## src/rtl/m8d16_pkg.sv

```systemverilog
// m8d16_pkg: types and constants for the 8x8 multiply / 16-by-8 divide unit.
// Shared by m8d16_datapath and mul8_div16_math_unit; depends on nothing.
`default_nettype none

package m8d16_pkg;

   localparam logic       CMD_MUL           = 1'b0;
   localparam logic       CMD_DIV           = 1'b1;
   localparam logic [3:0] MUL_STEP_LAST     = 4'd7;
   localparam logic [3:0] DIV_STEP_LAST     = 4'd15;
   localparam logic [15:0] DIV_ZERO_QUOTIENT = 16'hFFFF;

   typedef struct packed {
      logic        command;
      logic [7:0]  multiplicand;
      logic [15:0] dividend_in;
      logic [7:0]  right_operand;
   } m8d16_req_type;

   typedef struct packed {
      logic [15:0] result_value;
      logic [15:0] remainder_value;
   } m8d16_rsp_type;

   typedef struct packed {
      logic load;
      logic step;
      logic is_div;
   } m8d16_ctrl_type;

   typedef enum logic [1:0] {
      ST_IDLE,
      ST_BUSY,
      ST_FINISH
   } m8d16_state_type;

endpackage

`default_nettype wire

```

## src/rtl/m8d16_datapath.sv

```systemverilog
// m8d16_datapath: operand registers around one shared 9-bit adder, used for
// shift-add multiply and restoring divide. Depends on m8d16_pkg.
`default_nettype none

module m8d16_datapath (
   input  wire                      clock,
   input  wire m8d16_pkg::m8d16_ctrl_type ctrl,
   input  wire m8d16_pkg::m8d16_req_type  req,
   output logic [7:0]               part,
   output logic [15:0]              word
);
   import m8d16_pkg::*;

   logic [7:0]  part_ff, part_in;
   logic [15:0] word_ff, word_in;
   logic [7:0]  opnd_ff, opnd_in;
   logic [8:0]  add_a, add_b;
   logic        add_cin;
   logic [9:0]  add_sum;
   logic [8:0]  shifted;

   // shared adder
   assign add_sum = {1'b0, add_a} + {1'b0, add_b} + {9'd0, add_cin};
   assign shifted = {part_ff, word_ff[15]};

   always_comb begin
      if (ctrl.is_div) begin
         add_a   = shifted;
         add_b   = ~{1'b0, opnd_ff};
         add_cin = 1'b1;
      end else begin
         add_a   = {1'b0, part_ff};
         add_b   = word_ff[0] ? {1'b0, opnd_ff} : 9'd0;
         add_cin = 1'b0;
      end
   end

   always_comb begin
      part_in = part_ff;
      word_in = word_ff;
      opnd_in = opnd_ff;
      if (ctrl.load) begin
         part_in = 8'd0;
         if (req.command == CMD_DIV) begin
            word_in = req.dividend_in;
            opnd_in = req.right_operand;
         end else begin
            word_in = {8'd0, req.right_operand};
            opnd_in = req.multiplicand;
         end
      end else if (ctrl.step) begin
         if (ctrl.is_div) begin
            // carry out means no borrow: shifted >= divisor
            part_in = add_sum[9] ? add_sum[7:0] : shifted[7:0];
            word_in = {word_ff[14:0], add_sum[9]};
         end else begin
            part_in = add_sum[8:1];
            word_in = {8'd0, add_sum[0], word_ff[7:1]};
         end
      end
   end

   always_ff @(posedge clock) begin
      part_ff <= part_in;
      word_ff <= word_in;
      opnd_ff <= opnd_in;
   end

   assign part = part_ff;
   assign word = word_ff;

endmodule

`default_nettype wire

```

## src/rtl/mul8_div16_math_unit.sv

```systemverilog
// A multiply steps the shared 9-bit adder for each multiplier bit and a divide
// for each quotient bit, one bit per cycle; a divide by zero takes no steps.
// No new transaction is taken while one is in progress; the next one is taken
// once the previous result is written, even while it still waits in rsp_data.
// Reset (synchronous, active high) clears the sequencer, the output valid and
// the stored remainder. Depends on m8d16_pkg and m8d16_datapath.
`default_nettype none

module mul8_div16_math_unit (
   input  wire                          clock,
   input  wire                          reset,
   input  wire                          req_valid,
   output logic                         req_stall,
   input  wire m8d16_pkg::m8d16_req_type req_data,
   output logic                         rsp_valid,
   input  wire                          rsp_stall,
   output m8d16_pkg::m8d16_rsp_type     rsp_data
);
   import m8d16_pkg::*;

   m8d16_state_type state_ff, state_in;
   logic [3:0]      cnt_ff, cnt_in;
   logic            is_div_ff, is_div_in;
   logic            div_zero_ff, div_zero_in;
   logic            rsp_valid_ff, rsp_valid_in;
   m8d16_rsp_type   rsp_data_ff, rsp_data_in;
   logic [15:0]     remainder_ff, remainder_in;

   m8d16_ctrl_type  ctrl;
   logic            out_free;
   logic            finish_write;
   logic [3:0]      step_last;
   logic [7:0]      dp_part;
   logic [15:0]     dp_word;
   logic [15:0]     new_result;
   logic [15:0]     new_remainder;

   // output register is free when empty or being taken this cycle
   assign out_free  = !rsp_valid_ff || !rsp_stall;
   assign step_last = is_div_ff ? DIV_STEP_LAST : MUL_STEP_LAST;

   m8d16_datapath u_datapath (
      .clock (clock),
      .ctrl  (ctrl),
      .req   (req_data),
      .part  (dp_part),
      .word  (dp_word)
   );

   // next state
   always_comb begin
      state_in = state_ff;
      unique case (state_ff)
         ST_IDLE: begin
            if (req_valid) state_in = ST_BUSY;
         end
         ST_BUSY: begin
            if (div_zero_ff || cnt_ff == step_last) state_in = ST_FINISH;
         end
         ST_FINISH: begin
            if (out_free) state_in = ST_IDLE;
         end
         default: state_in = ST_IDLE;
      endcase
   end

   // sequencer outputs
   always_comb begin
      ctrl         = '0;
      req_stall    = 1'b1;
      finish_write = 1'b0;
      unique case (state_ff)
         ST_IDLE: begin
            req_stall   = 1'b0;
            ctrl.load   = req_valid;
            ctrl.is_div = req_data.command == CMD_DIV;
         end
         ST_BUSY: begin
            ctrl.step   = !div_zero_ff;
            ctrl.is_div = is_div_ff;
         end
         ST_FINISH: begin
            ctrl.is_div  = is_div_ff;
            finish_write = out_free;
         end
         default: begin
            req_stall = 1'b1;
         end
      endcase
   end

   // result selection; on divide by zero the datapath never stepped,
   // so its word still holds the dividend
   always_comb begin
      if (!is_div_ff) begin
         new_result    = {dp_part, dp_word[7:0]};
         new_remainder = remainder_ff;
      end else if (div_zero_ff) begin
         new_result    = DIV_ZERO_QUOTIENT;
         new_remainder = dp_word;
      end else begin
         new_result    = dp_word;
         new_remainder = {8'd0, dp_part};
      end
   end

   always_comb begin
      cnt_in       = cnt_ff;
      is_div_in    = is_div_ff;
      div_zero_in  = div_zero_ff;
      rsp_data_in  = rsp_data_ff;
      remainder_in = remainder_ff;
      rsp_valid_in = rsp_valid_ff && rsp_stall;
      if (ctrl.load) begin
         cnt_in      = 4'd0;
         is_div_in   = req_data.command == CMD_DIV;
         div_zero_in = (req_data.command == CMD_DIV) && (req_data.right_operand == 8'd0);
      end else if (ctrl.step) begin
         cnt_in = cnt_ff + 4'd1;
      end
      if (finish_write) begin
         rsp_valid_in                = 1'b1;
         rsp_data_in.result_value    = new_result;
         rsp_data_in.remainder_value = new_remainder;
         remainder_in                = new_remainder;
      end
   end

   always_ff @(posedge clock) begin
      if (reset) begin
         state_ff     <= ST_IDLE;
         cnt_ff       <= 4'd0;
         is_div_ff    <= 1'b0;
         div_zero_ff  <= 1'b0;
         rsp_valid_ff <= 1'b0;
         remainder_ff <= 16'd0;
      end else begin
         state_ff     <= state_in;
         cnt_ff       <= cnt_in;
         is_div_ff    <= is_div_in;
         div_zero_ff  <= div_zero_in;
         rsp_valid_ff <= rsp_valid_in;
         remainder_ff <= remainder_in;
      end
   end

   always_ff @(posedge clock) begin
      rsp_data_ff <= rsp_data_in;
   end

   assign rsp_valid = rsp_valid_ff;
   assign rsp_data  = rsp_data_ff;

`ifndef NO_ASSERTIONS
   // a result appears only out of the finishing state
   a_valid_from_finish: assert property (@(posedge clock) disable iff (reset)
      $rose(rsp_valid_ff) |-> $past(state_ff == ST_FINISH))
      else $error("result valid rose outside finish");

   // a multiply never runs past eight steps
   a_mul_step_bound: assert property (@(posedge clock) disable iff (reset)
      (state_ff == ST_BUSY && !is_div_ff) |-> (cnt_ff[3] == 1'b0))
      else $error("multiply step count overrun");

   // a multiply leaves the stored remainder alone
   a_mul_keeps_remainder: assert property (@(posedge clock) disable iff (reset)
      (finish_write && !is_div_ff) |=> $stable(remainder_ff))
      else $error("multiply changed stored remainder");

   // the reported remainder is the stored one
   a_rsp_remainder_match: assert property (@(posedge clock) disable iff (reset)
      finish_write |=> (rsp_data_ff.remainder_value == remainder_ff))
      else $error("reported remainder differs from stored");
`endif

endmodule

`default_nettype wire
```

## config.mk

```make
export PLATFORM = sky130hd
export DESIGN_NAME = mul8_div16_math_unit
export DESIGN_NICKNAME = d
export VERILOG_FILES = /design/src/rtl/m8d16_pkg.sv /design/src/rtl/m8d16_datapath.sv /design/src/rtl/mul8_div16_math_unit.sv
export SDC_FILE = /design/constraint.sdc
export NUM_CORES = 1
export LEC_CHECK = 0
export ABC_AREA = 1
export BUFFER_PORTS_ARGS = -buffer_cell sky130_fd_sc_hd__buf_2
export CAP_MARGIN = 20
export CORE_ASPECT_RATIO = 1.1
export CORE_MARGIN = 2
export CORE_UTILIZATION = 50
export DETAILED_ROUTE_END_ITERATION = 10
export PLACE_DENSITY_LB_ADDON = 0.08
export SLEW_MARGIN = 30
export SYNTH_ARGS = -nofsm -noshare
export SYNTH_HDL_FRONTEND = slang
export SYNTH_SLANG_ARGS = --single-unit
```

## constraint.sdc

```tcl
create_clock -name clock -period 9.56 [get_ports clock]
set_input_delay 1.912 -clock clock [delete_from_list [all_inputs] [get_ports clock]]
set_output_delay 1.912 -clock clock [all_outputs]
set_load 0.01 [all_outputs]
```

**Yosys cells after proc, flatten, opt, wreduce, memory -nomap -nowiden**

Cells that the tools add are included.

- Register bits after elaboration: 89
- Bits in latches: 0
- Bits in writable memories: 0
- Bits in read-only memories: 0
- Output and inout port bits: 34
- Word-level logic and storage cells: 60
- Memories: 0

- Add/sub/neg operators: 3
- Multipliers: 0
- Divide/modulo/power cells: 0
- Magnitude comparators: 0
- Eq/ne operators: 6
- Shifts and indexed selects: 0
- Mux-type cells: 26
- Bitwise gates (word level): 1
- Reductions and logical operators: 13

Operators with widths:

| operator | number |
|---|---|
| 2-to-1 mux 16 bit | 8 |
| 2-to-1 mux 8 bit | 4 |
| 2-to-1 mux 9 bit | 2 |
| adder 10 x 1 -> 10 bit | 1 |
| adder 9 x 9 -> 10 bit | 1 |
| NOT 8 -> 9 bit | 1 |
| logical NOT 8 bit | 1 |
| 2-to-1 mux 1 bit | 6 |
| 2-to-1 mux 2 bit | 3 |
| inequality test 2 bit (second input constant) | 3 |
| one-hot mux 2 bit (3 select lines) | 1 |
| adder 4 x 1 -> 4 bit (second input constant) | 1 |
| == test 4 bit | 1 |
| 2-to-1 mux 4 bit | 1 |
| OR reduction 2 bit | 2 |
| logical NOT 1 bit | 3 |
| AND reduction 3 bit | 1 |
| == test 2 x 1 -> 1 bit (second input constant) | 1 |
| == test 2 bit (second input constant) | 1 |
| logical AND 1 bit | 2 |
| logical NOT 2 bit | 1 |
| logical OR 1 bit | 2 |
| one-hot mux 1 bit (2 select lines) | 1 |
| nonzero test 2 bit | 1 |

**Longest topological paths before layout**

- Word-level depth: 9
- Mapped depth: 24
- Gate-level depth less buffers: 23

**Hierarchy**

Synthesis repeated with hierarchy kept, for this count alone.

- Cell total of the unflattened synthesis: 619
- Area total of the unflattened synthesis: 5041.1 µm²

Modules (own cells, without submodules):

| module | times used | cells each | area an instance (µm²) | sequential area each (µm²) |
|---|---|---|---|---|
| mul8_div16_math_unit | 1 | 293 | 2716.4 | 1461.4 |
| m8d16_datapath | 1 | 326 | 2324.7 | 880.8 |

**Worst setup path after synthesis**

No wires, ideal clock.

- Kind: input to register
- From: input port req_data[32] (netlist name)
- To: register u_datapath.part_ff[5] (netlist: u_datapath.part[5])
- Setup time: 0.112 ns
- Data arrival time: 4.206 ns
- Data required time: 9.448 ns
- Slack: 5.242 ns
- Cell stages on the path: 21
- Cell sequence: nand2_1 > nand2_4 > nand2_4 > inv_2 > buf_2 > nor2_2 > nand2_1 > o21ai_0 > ha_1 > nand3_2 > nand2_2 > inv_1 > fa_1 > inv_1 > nand4_1 > o211ai_1 > xor2_1 > o21ai_0 > clkinv_1 > nand2_1 > nand2_1

- Cells in the longest elaborated chain, start to end: 6
- Elaborated cells between the ends (all ways): 8

Ends and longest elaborated chain:

| element | line | RTL |
|---|---|---|
| from (decl) | mul8_div16_math_unit.sv:14 | `input wire m8d16_pkg::m8d16_req_type req_data,` |
| one-hot mux 1 bit (2 select lines) (*) | mul8_div16_math_unit.sv:72 | `unique case (state_ff)` |
| 2-to-1 mux 9 bit | m8d16_datapath.sv:27 | `if (ctrl.is_div) begin` |
| adder 9 x 9 -> 10 bit | m8d16_datapath.sv:23 | `assign add_sum = {1'b0, add_a} + {1'b0, add_b} + {9'd0, add_cin};` |
| adder 10 x 1 -> 10 bit | m8d16_datapath.sv:23 |  |
| 2-to-1 mux 8 bit | m8d16_datapath.sv:54 | `part_in = add_sum[9] ? add_sum[7:0] : shifted[7:0];` |
| 2-to-1 mux 8 bit (*) | m8d16_datapath.sv:52 | `if (ctrl.is_div) begin` |
| to (signal assigned) | m8d16_datapath.sv:64 | `part_ff <= part_in;` |
| to (decl) | m8d16_datapath.sv:14 | `logic [7:0] part_ff, part_in;` |

Mark *: on every way between the ends. The rest lies on a longest branch, timed or not.
A chain may end at the register's enable or synchronous reset.

**Final worst setup path**

Ends and elaborated chain as after synthesis.

==> results.sh <==
export IMPL_r2r_start="state_ff[0]$_SDFFE_PP0P_"
export IMPL_wl_per_cell_um=15.01
export IMPL_boundaryPins=71
export IMPL_worstHoldEndpoint="u_datapath.part[1]$_SDFFE_PP0P_"
export IMPL_irDropWorstVdd_mv=0.1306
export IMPL_wl_mm=10.94
export IMPL_placementRows=37
export IMPL_tritoncts="yes"
export IMPL_synth_edf_count=56
export IMPL_reg2reg_to="u_datapath.part[5]$_SDFFE_PP0P_"
export IMPL_fin_crit_sh_pct=50.88
export IMPL_die_area_um2=10160
export IMPL_synth_area_um2=4683
export IMPL_antenna_found_initial=0
export IMPL_swShare_pct=42.26
export IMPL_dp_cells=713
export IMPL_pwr_share_comb_pct=43.2
export IMPL_start_util_pct=50.84
export IMPL_place_gp_congestion=0.8885
export IMPL_slew_headroom_pct=44.07
export IMPL_numCtsBuffers=9
export IMPL_drive_gt1_share_pct=19.44
export IMPL_fill_cells=853
export IMPL_required_ns=9.82
export IMPL_hold_viol=0
export IMPL_ys_async_sr_fraction_pct=0
export IMPL_viasPerCell=5.355
export IMPL_synthCells=548
export IMPL_ctsResizeCount=0
export IMPL_outcome="finished, final reports clean"
export IMPL_hold_depth=2
export IMPL_syn_nets=601
export IMPL_core_area_um2=9213
export IMPL_synth_cell_types=35
export IMPL_synth_area_top_cells="edfxtp_1 (36%), dfxtp_1 (14%), o21ai_0 (8.5%), nand2_1 (8.0%), inv_1 (6.7%)"
export IMPL_cp_slowest_cell="inv_2"
export IMPL_fin_util_pct=57.73
export IMPL_avgSynthCellArea_um2=8.546
export IMPL_rsz0062_at_grt="false"
export IMPL_yosys_warnings=0
export IMPL_crit_type="in -> reg"
export IMPL_first_iter_violations=180
export IMPL_cap_violations=0
export IMPL_setup_viol=0
export IMPL_clockBufferDepth=2
export IMPL_syn2layout_area_growth_pct=13.57
export IMPL_cts_setup_buffers=0
export IMPL_yosysTopAreaCell="edfxtp_1"
export IMPL_p_sw_w=0.0007185
export IMPL_min_from="u_datapath.part[1]$_SDFFE_PP0P_"
export IMPL_critPathLaunchType="input pin"
export IMPL_worst_setup_path_end_kind="flop"
export IMPL_cts_num_sinks=89
export IMPL_synth_most_common_cell="nand2_1"
export IMPL_drc=0
export IMPL_first_pass_iters=5
export IMPL_synth_seq_cells=89
export IMPL_overflow=0
export IMPL_antenna_cells=0
export IMPL_clockPowerShare_pct=17.3
export IMPL_clk_latency_ns=0.38
export IMPL_die_w_um=96.28
export IMPL_fin_crit_ns=4.864
export IMPL_grt_usage_pct=23.04
export IMPL_ctsHoldBuffers=0
export IMPL_skew_ns=0.02063
export IMPL_tns_ns=0
export IMPL_grt_pass1_vias=3714
export IMPL_nNetsFinal=660
export IMPL_cp_common_cell="nand2_1"
export IMPL_worstPathMaxFanout=46
export IMPL_place_hpwl_mm=7.974
export IMPL_vias=3904
export IMPL_fin_cells=729
export IMPL_io_buffers=70
export IMPL_r2r_slack_ns=5.66
export IMPL_die_h_um=105.5
export IMPL_rr_worst_depth=22
export IMPL_slew_violations=0
export IMPL_cp_cell_sequence="buf_2 > nand2_1 > nand2_4 > nand2_4 > inv_2 > nor2_2 > nand2_1 > o21ai_0 > ha_1 > nand3_2 > nand2_2 > inv_1 > fa_1 > inv_1 > nand4_1 > o211ai_1 > xor2_1 > o21ai_0 > clkinv_1 > nand2_1 > nand2_1"
export IMPL_grt_max_degree=59
export IMPL_p_seq_share_pct=39.5
export IMPL_cp_arrival_ns=5.12
export IMPL_grt_pass1_wl_mm=17.77
export IMPL_p_int_w=0.0009816
export IMPL_yosysTopAreaCellShare_pct=35.91
export IMPL_cts_htree_levels=3
export IMPL_postRouteAntennaNets=0
export IMPL_clockRootBuffer="clkbuf_8"
export IMPL_final_area_um2=5319
export IMPL_powerDensity_nw_per_um2=319.6
export IMPL_yosysSeqAreaShare_pct=50.01
export IMPL_max_freq_mhz=205.6
export IMPL_synth_ff_type="edfxtp_1"
export IMPL_tightest_slew_ns=0.8370
export IMPL_path_clk_slew_ns=0.09
export IMPL_leakagePower_nw=2.257
export IMPL_min_path_type="reg -> reg"
export IMPL_cp_slowest_stage_delay_ns=0.42
export IMPL_yosys_top_cells_count="nand2_1 (100), inv_1 (83), o21ai_0 (80)"
export IMPL_dpl_cell_area_um2=5090
==> worst max-delay path, delay by kind of cell <==
| kind | cells | cell delay (ns) |
|---|---|---|
| AOI/OAI and AO/OA | 3 | 0.41 |
| xor gates and xnor gates | 1 | 0.14 |
| adders and majority gates | 2 | 0.73 |
| buffers and inverters | 5 | 0.87 |
| and+or+nand+nor | 10 | 1.02 |
==> how the worst max path moves through the flow <==
stage                                           end          from  slack [ns]
global placement    u_datapath.part[5]$_SDFFE_PP0P_  req_data[32]        4.41
CTS                 u_datapath.part[5]$_SDFFE_PP0P_  req_data[32]        4.76
floorplan           u_datapath.part[5]$_SDFFE_PP0P_  req_data[32]        5.24
finish              u_datapath.part[5]$_SDFFE_PP0P_  req_data[32]        4.70
global route        u_datapath.part[5]$_SDFFE_PP0P_  req_data[32]        4.30
detailed placement  u_datapath.part[5]$_SDFFE_PP0P_  req_data[32]        4.36
==> flip-flops by register name (all words and copies together), names as in the netlist <==
signal,cells
state_ff,2
cnt_ff,4
div_zero_ff,1
u_datapath.opnd_ff,8
is_div_ff,1
rsp_data,32
u_datapath.part,8
rsp_valid,1
remainder_ff,16
u_datapath.word,16
==> final cells by class <==
cell class | instances | area (um^2) | share of cell area (%)
Clock buffer | 11 | 162.7 | 3.058
Tap cell | 117 | 146.4 | 2.752
Inverter | 93 | 349.1 | 6.563
Timing Repair Buffer | 72 | 365.4 | 6.869
Clock inverter | 5 | 66.31 | 1.247
Sequential cell | 89 | 2342 | 44.04
Multi-Input combinational cell | 342 | 1887 | 35.47
==> cell usage in the layout (no fill, tap or decap), drive strengths merged <==
master	instances
nand2	110
inv	94
o21ai	94
buf	72
a21oi	58
edfxtp	56
dfxtp	33
nor2	17
ha	15
o22ai	11
clkbuf	11
nand3	10
a32o	8
xor2	6
clkinv	2
nand4	2
xnor2	2
nor4	2
o211ai	2
nor3	1
o21a	1
or2	1
o21bai	1
fa	1
bufinv	1
clkinvlp	1
==> layer usage <==
layer  vias up  GRT usage [%]  part of all wire (%)
met5         -              0                     0
met4         0          9.286                   2.3
met3        15          3.288                   4.9
met2       119          37.75                    48
met1      1823          30.33                    45
li1       1947              -                     -
==> metrics by stage <==
| step | total power (W) | hold WS (ns) | setup WS [ns] |
|---|---|---|---|
| 3_3_place_gp | 0.001391 | 0.4593 | 4.406 |
| 3_5_place_dp | 0.001410 | 0.4652 | 4.360 |
| 4_1_cts | 0.001702 | 0.4942 | 4.759 |
| 5_1_grt | 0.001836 | 0.5074 | 4.303 |
| 2_1_floorplan | 0.001207 | 0.4443 | 5.242 |
| 6_report | 0.001700 | 0.4910 | 4.696 |
==> power groups by stage <==
stage	Combinational [W]	Sequential (W)	Clock [W]
floorplan	0.000529	0.000678	0
global placement	0.000716	0.000675	0
detailed placement	0.000729	0.000681	0
CTS	0.000735	0.000672	0.000296
global route	0.000838	0.000690	0.000308
finish	0.000735	0.000672	0.000293
==> kinds of logic (layout without fill, tap and decap cells) <==
family | count (synthesis) | in the layout | synth area share (%)
xor gates and xnor gates | 8 | 8 | 1.496
and+or+nand+nor | 143 | 143 | 13.63
DFF | 89 | 89 | 50.01
AOI/OAI and AO/OA | 175 | 175 | 20.49
buffers and inverters | 117 | 181 | 9.939
adders and majority gates | 16 | 16 | 4.435
Power figures use the tool's default switching activity.
